--- config.mk ---
export PLATFORM = sky130hd
export DESIGN_NAME = usb_keys_to_matrix_port_core_flat
export DESIGN_NICKNAME = d
export VERILOG_FILES = /design/src/ukmp_pkg.sv /design/src/ukmp_if.sv /design/src/ukmp_keystore.sv /design/src/ukmp_row_lookup.sv /design/src/usb_keys_to_matrix_port_core.sv /design/src/flat_wrapper.sv
export SDC_FILE = /design/constraint.sdc
export NUM_CORES = 1
export LEC_CHECK = 0
export BUFFER_PORTS_ARGS = -buffer_cell sky130_fd_sc_hd__buf_4
export CAP_MARGIN = 5
export CORE_ASPECT_RATIO = 1.25
export CORE_MARGIN = 2
export CORE_UTILIZATION = 50
export CTS_CLUSTER_SIZE = 10
export DETAILED_ROUTE_END_ITERATION = 16
export PLACE_DENSITY = 0.8
export SLEW_MARGIN = 20
export SYNTH_ARGS = -nofsm -noshare
export SYNTH_HDL_FRONTEND = slang
export SYNTH_SLANG_ARGS = --single-unit
export TNS_END_PERCENT = 100
--- constraint.sdc ---
create_clock -name clk_i -period 4.15 [get_ports clk_i]
set_clock_uncertainty 0.1 [all_clocks]
set_input_delay 0.83 -clock clk_i [delete_from_list [all_inputs] [get_ports clk_i]]
set_output_delay 0.83 -clock clk_i [all_outputs]
set_load 0.02 [all_outputs]
--- src/ukmp_pkg.sv ---
// ----------------------------------------------------------------------------
// ukmp_pkg
// types and constants for the usb key report to half-row matrix port
// ----------------------------------------------------------------------------
package ukmp_pkg;

  localparam int unsigned MaxHeldKeys = 6;
  localparam int unsigned NumRows     = 8;
  localparam int unsigned RowKeys     = 5;

  localparam logic OP_REPORT = 1'b0;
  localparam logic OP_BUS    = 1'b1;

  localparam logic [7:0] HID_BACKSPACE  = 8'h2A;
  localparam logic [7:0] MOD_CTRL_MASK  = 8'h11;
  localparam logic [7:0] MOD_SHIFT_MASK = 8'h22;
  localparam logic [7:0] ROW_IDLE       = 8'hFF;

  localparam logic [2:0] ROW_CAPS  = 3'd0;
  localparam logic [2:0] ROW_ZERO  = 3'd4;
  localparam logic [2:0] ROW_SPACE = 3'd7;

  localparam int unsigned BIT_CAPS_SHIFT = 0;
  localparam int unsigned BIT_ZERO_KEY   = 0;
  localparam int unsigned BIT_SYM_SHIFT  = 1;

  localparam logic [15:0] ROW_PORT [NumRows] = '{
    16'hFEFE, 16'hFDFE, 16'hFBFE, 16'hF7FE,
    16'hEFFE, 16'hDFFE, 16'hBFFE, 16'h7FFE
  };

  // hid usage per row, bit 0 first, zero for modifier-only positions
  localparam logic [7:0] ROW_CODES [NumRows][RowKeys] = '{
    '{8'h00, 8'h1D, 8'h1B, 8'h06, 8'h19},
    '{8'h04, 8'h16, 8'h07, 8'h09, 8'h0A},
    '{8'h14, 8'h1A, 8'h08, 8'h15, 8'h17},
    '{8'h1E, 8'h1F, 8'h20, 8'h21, 8'h22},
    '{8'h27, 8'h26, 8'h25, 8'h24, 8'h23},
    '{8'h13, 8'h12, 8'h0C, 8'h18, 8'h1C},
    '{8'h28, 8'h0F, 8'h0E, 8'h0D, 8'h0B},
    '{8'h2C, 8'h00, 8'h10, 8'h11, 8'h05}
  };

  typedef struct packed {
    logic        opcode;
    logic [7:0]  modifiers;
    logic [7:0]  key_0;
    logic [7:0]  key_1;
    logic [7:0]  key_2;
    logic [7:0]  key_3;
    logic [7:0]  key_4;
    logic [7:0]  key_5;
    logic [15:0] bus_address;
    logic        bus_read;
    logic        bus_iorq;
  } in_item_t;

  typedef struct packed {
    logic       decoded;
    logic [7:0] read_data;
  } out_item_t;

endpackage

--- src/ukmp_if.sv ---
// ----------------------------------------------------------------------------
// ukmp channel interfaces
// valid/ready channels for input items and result items
// ----------------------------------------------------------------------------
interface ukmp_in_if;
  logic               valid;
  logic               ready;
  ukmp_pkg::in_item_t payload;

  modport source (output valid, output payload, input ready);
  modport sink (input valid, input payload, output ready);
endinterface

interface ukmp_out_if;
  logic                valid;
  logic                ready;
  ukmp_pkg::out_item_t payload;

  modport source (output valid, output payload, input ready);
  modport sink (input valid, input payload, output ready);
endinterface

--- src/ukmp_keystore.sv ---
// ----------------------------------------------------------------------------
// ukmp_keystore
// holds the latest key report: held key codes and the modifier byte
// ----------------------------------------------------------------------------
module ukmp_keystore #(
  parameter int unsigned NUM_HELD_KEYS = 6
) (
  input  logic               clk_i,
  input  logic               rst_ni,
  input  logic               wr_en_i,
  input  ukmp_pkg::in_item_t report_i,
  output logic [7:0]         keys_o [NUM_HELD_KEYS],
  output logic [7:0]         modifiers_o
);

  logic [7:0] report_keys [ukmp_pkg::MaxHeldKeys];
  logic [7:0] keys_q [NUM_HELD_KEYS];
  logic [7:0] mods_q;

  assign report_keys[0] = report_i.key_0;
  assign report_keys[1] = report_i.key_1;
  assign report_keys[2] = report_i.key_2;
  assign report_keys[3] = report_i.key_3;
  assign report_keys[4] = report_i.key_4;
  assign report_keys[5] = report_i.key_5;

  always_ff @(posedge clk_i or negedge rst_ni) begin
    if (!rst_ni) begin
      mods_q <= '0;
      for (int i = 0; i < NUM_HELD_KEYS; i++) begin
        keys_q[i] <= '0;
      end
    end else if (wr_en_i) begin
      mods_q <= report_i.modifiers;
      for (int i = 0; i < NUM_HELD_KEYS; i++) begin
        keys_q[i] <= report_keys[i];
      end
    end
  end

  assign keys_o      = keys_q;
  assign modifiers_o = mods_q;

endmodule

--- src/ukmp_row_lookup.sv ---
// ----------------------------------------------------------------------------
// ukmp_row_lookup
// decodes a half-row port read and builds the active-low row byte
// ----------------------------------------------------------------------------
module ukmp_row_lookup #(
  parameter int unsigned NUM_HELD_KEYS = 6
) (
  input  logic [15:0]         bus_address_i,
  input  logic                bus_read_i,
  input  logic                bus_iorq_i,
  input  logic [7:0]          keys_i [NUM_HELD_KEYS],
  input  logic [7:0]          modifiers_i,
  output ukmp_pkg::out_item_t result_o
);

  logic       port_hit;
  logic [2:0] row_idx;
  logic [7:0] code;
  logic       key_match;
  logic       bs_held;
  logic [7:0] row_byte;

  always_comb begin
    port_hit = 1'b0;
    row_idx  = '0;
    for (int r = 0; r < ukmp_pkg::NumRows; r++) begin
      if (bus_address_i == ukmp_pkg::ROW_PORT[r]) begin
        port_hit = 1'b1;
        row_idx  = 3'(r);
      end
    end
  end

  always_comb begin
    bs_held = 1'b0;
    for (int i = 0; i < NUM_HELD_KEYS; i++) begin
      if (keys_i[i] == ukmp_pkg::HID_BACKSPACE) begin
        bs_held = 1'b1;
      end
    end
  end

  always_comb begin
    row_byte  = ukmp_pkg::ROW_IDLE;
    code      = '0;
    key_match = 1'b0;
    for (int j = 0; j < ukmp_pkg::RowKeys; j++) begin
      code      = ukmp_pkg::ROW_CODES[row_idx][j];
      key_match = 1'b0;
      for (int i = 0; i < NUM_HELD_KEYS; i++) begin
        if (keys_i[i] == code) begin
          key_match = 1'b1;
        end
      end
      if (key_match && (code != 8'h00)) begin
        row_byte[j] = 1'b0;
      end
    end
    // modifier-driven positions
    if ((row_idx == ukmp_pkg::ROW_CAPS) &&
        (bs_held || ((modifiers_i & ukmp_pkg::MOD_SHIFT_MASK) != 8'h00))) begin
      row_byte[ukmp_pkg::BIT_CAPS_SHIFT] = 1'b0;
    end
    if ((row_idx == ukmp_pkg::ROW_ZERO) && bs_held) begin
      row_byte[ukmp_pkg::BIT_ZERO_KEY] = 1'b0;
    end
    if ((row_idx == ukmp_pkg::ROW_SPACE) &&
        ((modifiers_i & ukmp_pkg::MOD_CTRL_MASK) != 8'h00)) begin
      row_byte[ukmp_pkg::BIT_SYM_SHIFT] = 1'b0;
    end
  end

  always_comb begin
    result_o.decoded   = bus_read_i & bus_iorq_i & port_hit;
    result_o.read_data = result_o.decoded ? row_byte : 8'h00;
  end

endmodule

--- src/usb_keys_to_matrix_port_core.sv ---
// ----------------------------------------------------------------------------
// usb_keys_to_matrix_port_core
// keeps the latest usb key report and answers half-row keyboard port reads
//
//   channel  dir  transfer
//   in_i     in   key report (opcode 0) or bus access (opcode 1)
//   out_o    out  decoded flag and active-low row byte, one per bus access
//
// one item per cycle sustained while the result is not stalled; a bus access
// answers after passing the input register, then the result register
// a report updates the held keys as it leaves the input register, so later
// bus accesses see it; reset clears the report to no key held
// a stalled result holds the result register and backs up into the input
// register; reports still drain while a result waits
// ----------------------------------------------------------------------------
module usb_keys_to_matrix_port_core #(
  parameter int unsigned NUM_HELD_KEYS = 6
) (
  input  logic   clk_i,
  input  logic   rst_ni,
  ukmp_in_if.sink    in_i,
  ukmp_out_if.source out_o
);

  logic                in_valid_q;
  ukmp_pkg::in_item_t  in_item_q;
  logic                out_valid_q;
  ukmp_pkg::out_item_t out_item_q;

  logic                out_free;
  logic                is_bus;
  logic                s1_advance;
  logic                report_wr;
  logic [7:0]          held_keys [NUM_HELD_KEYS];
  logic [7:0]          held_mods;
  ukmp_pkg::out_item_t lookup_result;

  assign out_free   = !out_valid_q || out_o.ready;
  assign is_bus     = (in_item_q.opcode == ukmp_pkg::OP_BUS);
  assign s1_advance = in_valid_q && (!is_bus || out_free);
  assign report_wr  = in_valid_q && !is_bus;
  assign in_i.ready = !in_valid_q || s1_advance;

  always_ff @(posedge clk_i or negedge rst_ni) begin
    if (!rst_ni) begin
      in_valid_q <= 1'b0;
    end else if (in_i.ready) begin
      in_valid_q <= in_i.valid;
    end
  end

  always_ff @(posedge clk_i) begin
    if (in_i.ready && in_i.valid) begin
      in_item_q <= in_i.payload;
    end
  end

  ukmp_keystore #(
    .NUM_HELD_KEYS (NUM_HELD_KEYS)
  ) u_keystore (
    .clk_i       (clk_i),
    .rst_ni      (rst_ni),
    .wr_en_i     (report_wr),
    .report_i    (in_item_q),
    .keys_o      (held_keys),
    .modifiers_o (held_mods)
  );

  ukmp_row_lookup #(
    .NUM_HELD_KEYS (NUM_HELD_KEYS)
  ) u_row_lookup (
    .bus_address_i (in_item_q.bus_address),
    .bus_read_i    (in_item_q.bus_read),
    .bus_iorq_i    (in_item_q.bus_iorq),
    .keys_i        (held_keys),
    .modifiers_i   (held_mods),
    .result_o      (lookup_result)
  );

  always_ff @(posedge clk_i or negedge rst_ni) begin
    if (!rst_ni) begin
      out_valid_q <= 1'b0;
    end else if (out_free) begin
      out_valid_q <= s1_advance && is_bus;
    end
  end

  always_ff @(posedge clk_i) begin
    if (out_free && s1_advance && is_bus) begin
      out_item_q <= lookup_result;
    end
  end

  assign out_o.valid   = out_valid_q;
  assign out_o.payload = out_item_q;

endmodule
--- src/flat_wrapper.sv ---
// flat-port wrapper written by rule: the top's interface ports become plain ports
module usb_keys_to_matrix_port_core_flat 
#(
  parameter int unsigned NUM_HELD_KEYS = 6
)
  (clk_i, rst_ni, in_i_valid, in_i_payload, in_i_ready, out_o_valid, out_o_payload, out_o_ready);
  ukmp_in_if in_i_i ();
  ukmp_out_if out_o_i ();
  input  logic clk_i;
  input  logic rst_ni;
  input wire logic [$bits(in_i_i.valid)-1:0] in_i_valid;
  input wire logic [$bits(in_i_i.payload)-1:0] in_i_payload;
  output wire logic [$bits(in_i_i.ready)-1:0] in_i_ready;
  output wire logic [$bits(out_o_i.valid)-1:0] out_o_valid;
  output wire logic [$bits(out_o_i.payload)-1:0] out_o_payload;
  input wire logic [$bits(out_o_i.ready)-1:0] out_o_ready;
  assign in_i_i.valid = in_i_valid;
  assign in_i_i.payload = in_i_payload;
  assign in_i_ready = in_i_i.ready;
  assign out_o_valid = out_o_i.valid;
  assign out_o_payload = out_o_i.payload;
  assign out_o_i.ready = out_o_ready;
  usb_keys_to_matrix_port_core #(.NUM_HELD_KEYS(NUM_HELD_KEYS)) u_core (.clk_i(clk_i), .rst_ni(rst_ni), .in_i(in_i_i), .out_o(out_o_i));
endmodule
Word-level counts from Yosys, hierarchy flattened
Memory sizes are Yosys's and may differ from the RTL's.
Index checks and enable logic that the tools add are counted.

operators by class
  magnitude comparators = 1
  equal/unequal tests = 46
  muxes and demuxes = 62
  bitwise operators = 4
  reduce and logical (&&, ||, !) cells = 31

operators with widths
  kind                                              number
  == test 8 bit                                     30
  == test 16 bit (second input constant)            7
  2-to-1 mux 40 bit                                 2
  nonzero test 8 bit                                7
  2-to-1 mux 1 bit                                  53
  == test 8 x 6 -> 1 bit (second input constant)    6
  2-to-1 mux 3 bit                                  6
  == test 16 x 15 -> 1 bit (second input constant)  1
  logical AND 1 bit                                 14
  2-to-1 mux 8 bit                                  1
  == test 3 bit (second input constant)             2
  >= comparator 4 bit (second input constant)       1
  logical OR 1 bit                                  4
  NOT 3 -> 4 bit                                    1
  logical NOT 1 bit                                 3
  logical NOT 3 bit                                 1
  OR reduction 3 bit                                1
  bitwise AND 1 bit                                 2
  OR reduction 2 bit                                1
  NOT 1 bit                                         1

word-level totals
  register bits = 138
  memory bits (read-only) = 320
  input port bits = 79
  output and inout port bits = 11
  logic and storage cells = 170
  memories kept = 1

memories
  memory            depth  bits a word  read ports  clocked after memory_dff  write ports  line                   RTL
  (name not given)  8      40           1           0                         0            ukmp_row_lookup.sv:48  code = ukmp_pkg::ROW_CODES[row_idx][j];

Longest topological paths before layout
  word-level depth = 24
  gate-level depth with buffers = 17
  mapped depth without buffers = 14

Hierarchy
From an unflattened synthesis, not the netlist that was laid out.

unflattened totals
  cells, all modules = 791
  area, all modules = 8894.8 sq um

modules (own cells, without submodules)
  module                        times used  cells each  area an instance (sq um)  seq. area each (sq um)
  ukmp_row_lookup               1           578         4010.1                    0.0
  usb_keys_to_matrix_port_core  1           95          2641.3                    2572.5
  ukmp_keystore                 1           118         2243.4                    1401.3

Least setup slack after synthesis
OpenSTA, ideal clock, no wires.

  path kind = register to register
  start = register u_core.in_item_q[17] (netlist bit)
  end = register u_core.out_item_q, in the netlist u_core.out_o.payload[1] (data pin)
  arrival = 3.459 ns
  setup slack = 0.332 ns
  cell stages (with the launch flop) = 14
  buffers on the path = 1
  cells stage by stage = edfxtp_1 and4_2 and4_2 o21ai_0 inv_1 ha_1 buf_1 a21oi_1 nor2_1 xnor2_1 nor4_1 a31oi_1 o211ai_1 a21oi_1

on the way
  word-level cells in the longest chain between the ends = 21

RTL lines
  element                               line                                RTL
  start, declared                       usb_keys_to_matrix_port_core.sv:26  ukmp_pkg::in_item_t in_item_q;
  start signal, assigned                usb_keys_to_matrix_port_core.sv:54  in_item_q <= in_i.payload;
  == test 16 bit                        ukmp_row_lookup.sv:27               if (bus_address_i == ukmp_pkg::ROW_PORT[r]) begin
  2-to-1 mux 1 bit                      ukmp_row_lookup.sv:27
  2-to-1 mux 3 bit (6 in series)        ukmp_row_lookup.sv:27
  NOT 3 -> 4 bit (not written as such)  ukmp_row_lookup.sv:48
  memory read (8 x 40 bit)              n/a
  2-to-1 mux 40 bit (2 in series)       n/a
  == test 8 bit                         ukmp_row_lookup.sv:51               if (keys_i[i] == code) begin
  2-to-1 mux 1 bit (6 in series)        ukmp_row_lookup.sv:51
  logical AND 1 bit                     ukmp_row_lookup.sv:55               if (key_match && (code != 8'h00)) begin
  2-to-1 mux 1 bit                      ukmp_row_lookup.sv:55
  end signal, assigned                  usb_keys_to_matrix_port_core.sv:90  out_item_q <= lookup_result;
  end, declared                         usb_keys_to_matrix_port_core.sv:28  ukmp_pkg::out_item_t out_item_q;

Parallel ways exist; a longest one is shown, timed or not. The select of a mux whose other input is x is not followed.
A chain may end at the register's enable or synchronous reset.

Worst setup path in the final report
  start = register u_core.in_item_q[16] (netlist bit)
  end = register u_core.out_item_q, in the netlist u_core.out_o.payload[1] (data pin)

Same word-level chain as after synthesis.

==> run_results.csv <==
group,metric,value,unit
synthesis,yosysWarnings,0,
global_routing,use_met2,48.3,%
detailed_routing,ant_nets,0,
detailed_routing,wl_per_cell,23.1,um
die,ios,90,
cts,cts_tree,"done",
final_layout,fill_cells,1454,
pwr,power_density,400,nW/um2
synthesis,yosys-top-cells-count,"edfxtp_1, xnor2_1, dfrtp_1",
synthesis,synth_cells,840,
place,dp_hpwl,19500,um
synthesis,synth_top_cell_by_area,"edfxtp_1",
detailed_routing,first_pass_iters,5,
setup_path,start_kind,"flip-flop",
synthesis,async_reset_ff_share,41.2,%
setup_path,r2r_cells,15,
timing,timing.final.crit_period,4.04,ns
job,maxCapViolCount,0,
timing,setup_viol,0,
pwr,ir_worst_vdd,284,uV
die,core-area,16700,um2
cts,ctsHoldBuffers,0,
setup_path,rr_startpoint,"u_core.in_item_q[16]$_DFFE_PP_",
setup_path,startpoint,"u_core.in_item_q[16]$_DFFE_PP_",
final_layout,final_util,60.5,%
timing,hold_violations,0,
setup_path,regToRegEndpoint,"u_core.out_o.payload[1]$_SDFFCE_PP0P_",
cts,clock-sinks,131,
synthesis,synth_cell_types,83,
final_layout,nets,1005,
timing,worstMarginPinSlew,1.08,ns
detailed_routing,remaining_drc_errors,0,
cts,cts_buffers,17,
synthesis,syn_nets,927,
global_routing,met3_usage,4.54,%
global_routing,grt_pass1_wl,40200,um
detailed_routing,num_vias,7281,
timing,fin_hold_ws,0.322,ns
final_layout,multi_input_area,4430,um2
global_routing,grt_util_met1,38.2,%
global_routing,track_usage,29.9,%
detailed_routing,viasPerCell,6.33,
cts,htreeDepth,4,
synthesis,yosys-top-cells-area,"edfxtp_1, dfrtp_1, xnor2_1, mux2_2, xor2_1",
global_routing,top_usage_layer,"met2",
detailed_routing,drt_iter0_drc,685,
timing,relSlewSlack,27.7,%
final_layout,drive_above_1_share,26.1,%
detailed_routing,wl,26600,um
final_layout,antennaDiodeCount,0,
synthesis,avgSynthCellArea,10.1,um2
hold_path,hp-class,"primary input to async pin",
global_routing,gr-total-overflow,0,
status,outcome,"finished, final reports clean",
global_routing,grt_pass1_vias,7022,
synthesis,synth_seq_cells,131,
setup_path,r2r_slack,0.11,ns
synthesis,synth_edf_count,77,
setup_path,critPathCaptureType,"flip-flop",
setup_path,cp.arrival,4.10,ns
timing,maxSlewViolCount,0,
place,place_congestion,1.00,
synthesis,yosysSeqAreaShare,43.1,%
synthesis,synth.top_cell.area_share,27.2,%
global_routing,grt_antenna_before_repair,0,
synthesis,ys.flop_type,"edfxtp_1",
pwr,leakage,0.00378,uW
die,die_area,18100,um2
setup_path,required,4.21,ns
final_layout,syn_to_final_growth,19.0,%
die,die_y,150,um
place,port_buffers,85,
setup_path,cp_max_fo,11,
cts,root_buffer,"clkbuf_16",
timing,finalCritPeriodShare,97.5,%
cts,clk_path_buf_depth,2,
global_routing,grt_max_degree,55,
timing,fmax,247,MHz
final_layout,regArea,3660,um2
die,die_w,121,um
synthesis,yosysMostFrequentCell,"edfxtp_1",
die,rows,53,
synthesis,syn_area,8500,um2
cts,clk_pin_slew,0.06,ns
setup_path,crit_type,"flip-flop to flip-flop",
die,start_util,50.8,%
cts,clock_latency,0.43,ns
[worst max-delay path by stage]
stage	to	depth (start not counted)
final	u_core.out_o.payload[1]$_SDFFCE_PP0P_	15
after global routing	u_core.out_o.payload[1]$_SDFFCE_PP0P_	15
after CTS	u_core.out_o.payload[1]$_SDFFCE_PP0P_	15
after detailed placement	u_core.out_o.payload[1]$_SDFFCE_PP0P_	14
after global placement	u_core.out_o.payload[1]$_SDFFCE_PP0P_	14
after floorplan	u_core.out_o.payload[1]$_SDFFCE_PP0P_	13
[layer usage]
| metal | up-vias | routed length, um |
|---|---|---|
| met2 | 382 | 12700 |
| met3 | 92 | 1870 |
| li1 | 3278 | - |
| met1 | 3529 | 10700 |
| met4 | 0 | 1380 |
| met5 | - | 0 |
[repair_timing]
item	CTS	global route
setup buffers	0	3
setup endpoints to repair	0	2
resized for setup	0	2
hold endpoints to repair	0	0
[worst max-delay path, stage by stage (launching register included)]
cell and delay (ns):
edfxtp_1 0.48, xnor2_2 0.25, nor3_1 0.39, o21ai_0 0.14
buf_4 0.19, inv_1 0.12, ha_1 0.39, buf_4 0.32
xor2_1 0.09, nor4_1 0.22, buf_4 0.17, o21ai_0 0.13
nor4_1 0.33, a211oi_1 0.08, o211ai_1 0.23, a21oi_1 0.14
[cell families (layout without fill, tap and decap cells)]
group / Yosys count / count (layout) / share of synthesized area (%)
multiplexers: 45 / 45 / 6.05
flip-flops: 131 / 131 / 43.1
AO/OA/AOI/OAI: 198 / 198 / 16.4
XOR/XNOR: 119 / 119 / 12.3
buffers and inverters: 99 / 190 / 5.05
adder cells (fa/ha/maj): 8 / 8 / 1.18
AND/OR/NAND/NOR: 240 / 240 / 15.9
[sequential cells by signal, summed over array words and instances (netlist names)]
| signal | flops |
|---|---|
| u_core.u_keystore.modifiers_o | 4 |
| u_core.out_o.valid | 1 |
| u_core.in_valid_q | 1 |
| u_core.u_keystore.keys_o | 48 |
| u_core.is_bus | 1 |
| u_core.out_o.payload | 6 |
| u_core.in_item_q | 70 |
[area by class of cell]
cell class	count	area share (%)
Multi-Input combinational cell	610	43.8
Sequential cell	131	36.2
Timing Repair Buffer	138	10.4
Clock buffer	18	4.25
Tap cell	220	2.72
Clock inverter	14	1.91
Inverter	20	0.743
[per-stage QoR]
stage,setup TNS [ns],power [uW],setup WS (ns),instances,instance area [um2]
6_report,0,4050,0.106,1151,10100
5_1_grt,-0.00273,4190,-0.00273,1151,10100
4_1_cts,0,4050,0.245,1148,10100
3_5_place_dp,0,2450,0.295,1116,9450
3_3_place_gp,0,2430,0.319,1116,9450
2_1_floorplan,0,2210,0.332,840,8500
[cell usage in the layout (no fill, tap or decap), drive strengths merged, types with 7 or more instances in the layout]
master	n
buf	138
edfxtp	77
xnor2	71
o21ai	55
dfrtp	54
xor2	48
nor2	46
mux2	41
nand2	40
nor3	37
a21oi	35
nand3	31
inv	27
clkbuf	18
nand4	16
a31oi	10
o211ai	10
nor4	10
and4	9
nor4b	8
o31ai	8
ha	8
o32ai	8
a311oi	7
[where the power goes]
group | internal (uW) | switching (uW) | total, uW
registers | 1520 | 272 | 1790
clock network | 967 | 625 | 1590
logic | 345 | 320 | 666
total | 2830 | 1220 | 4050
Power figures use the tool's default switching activity.
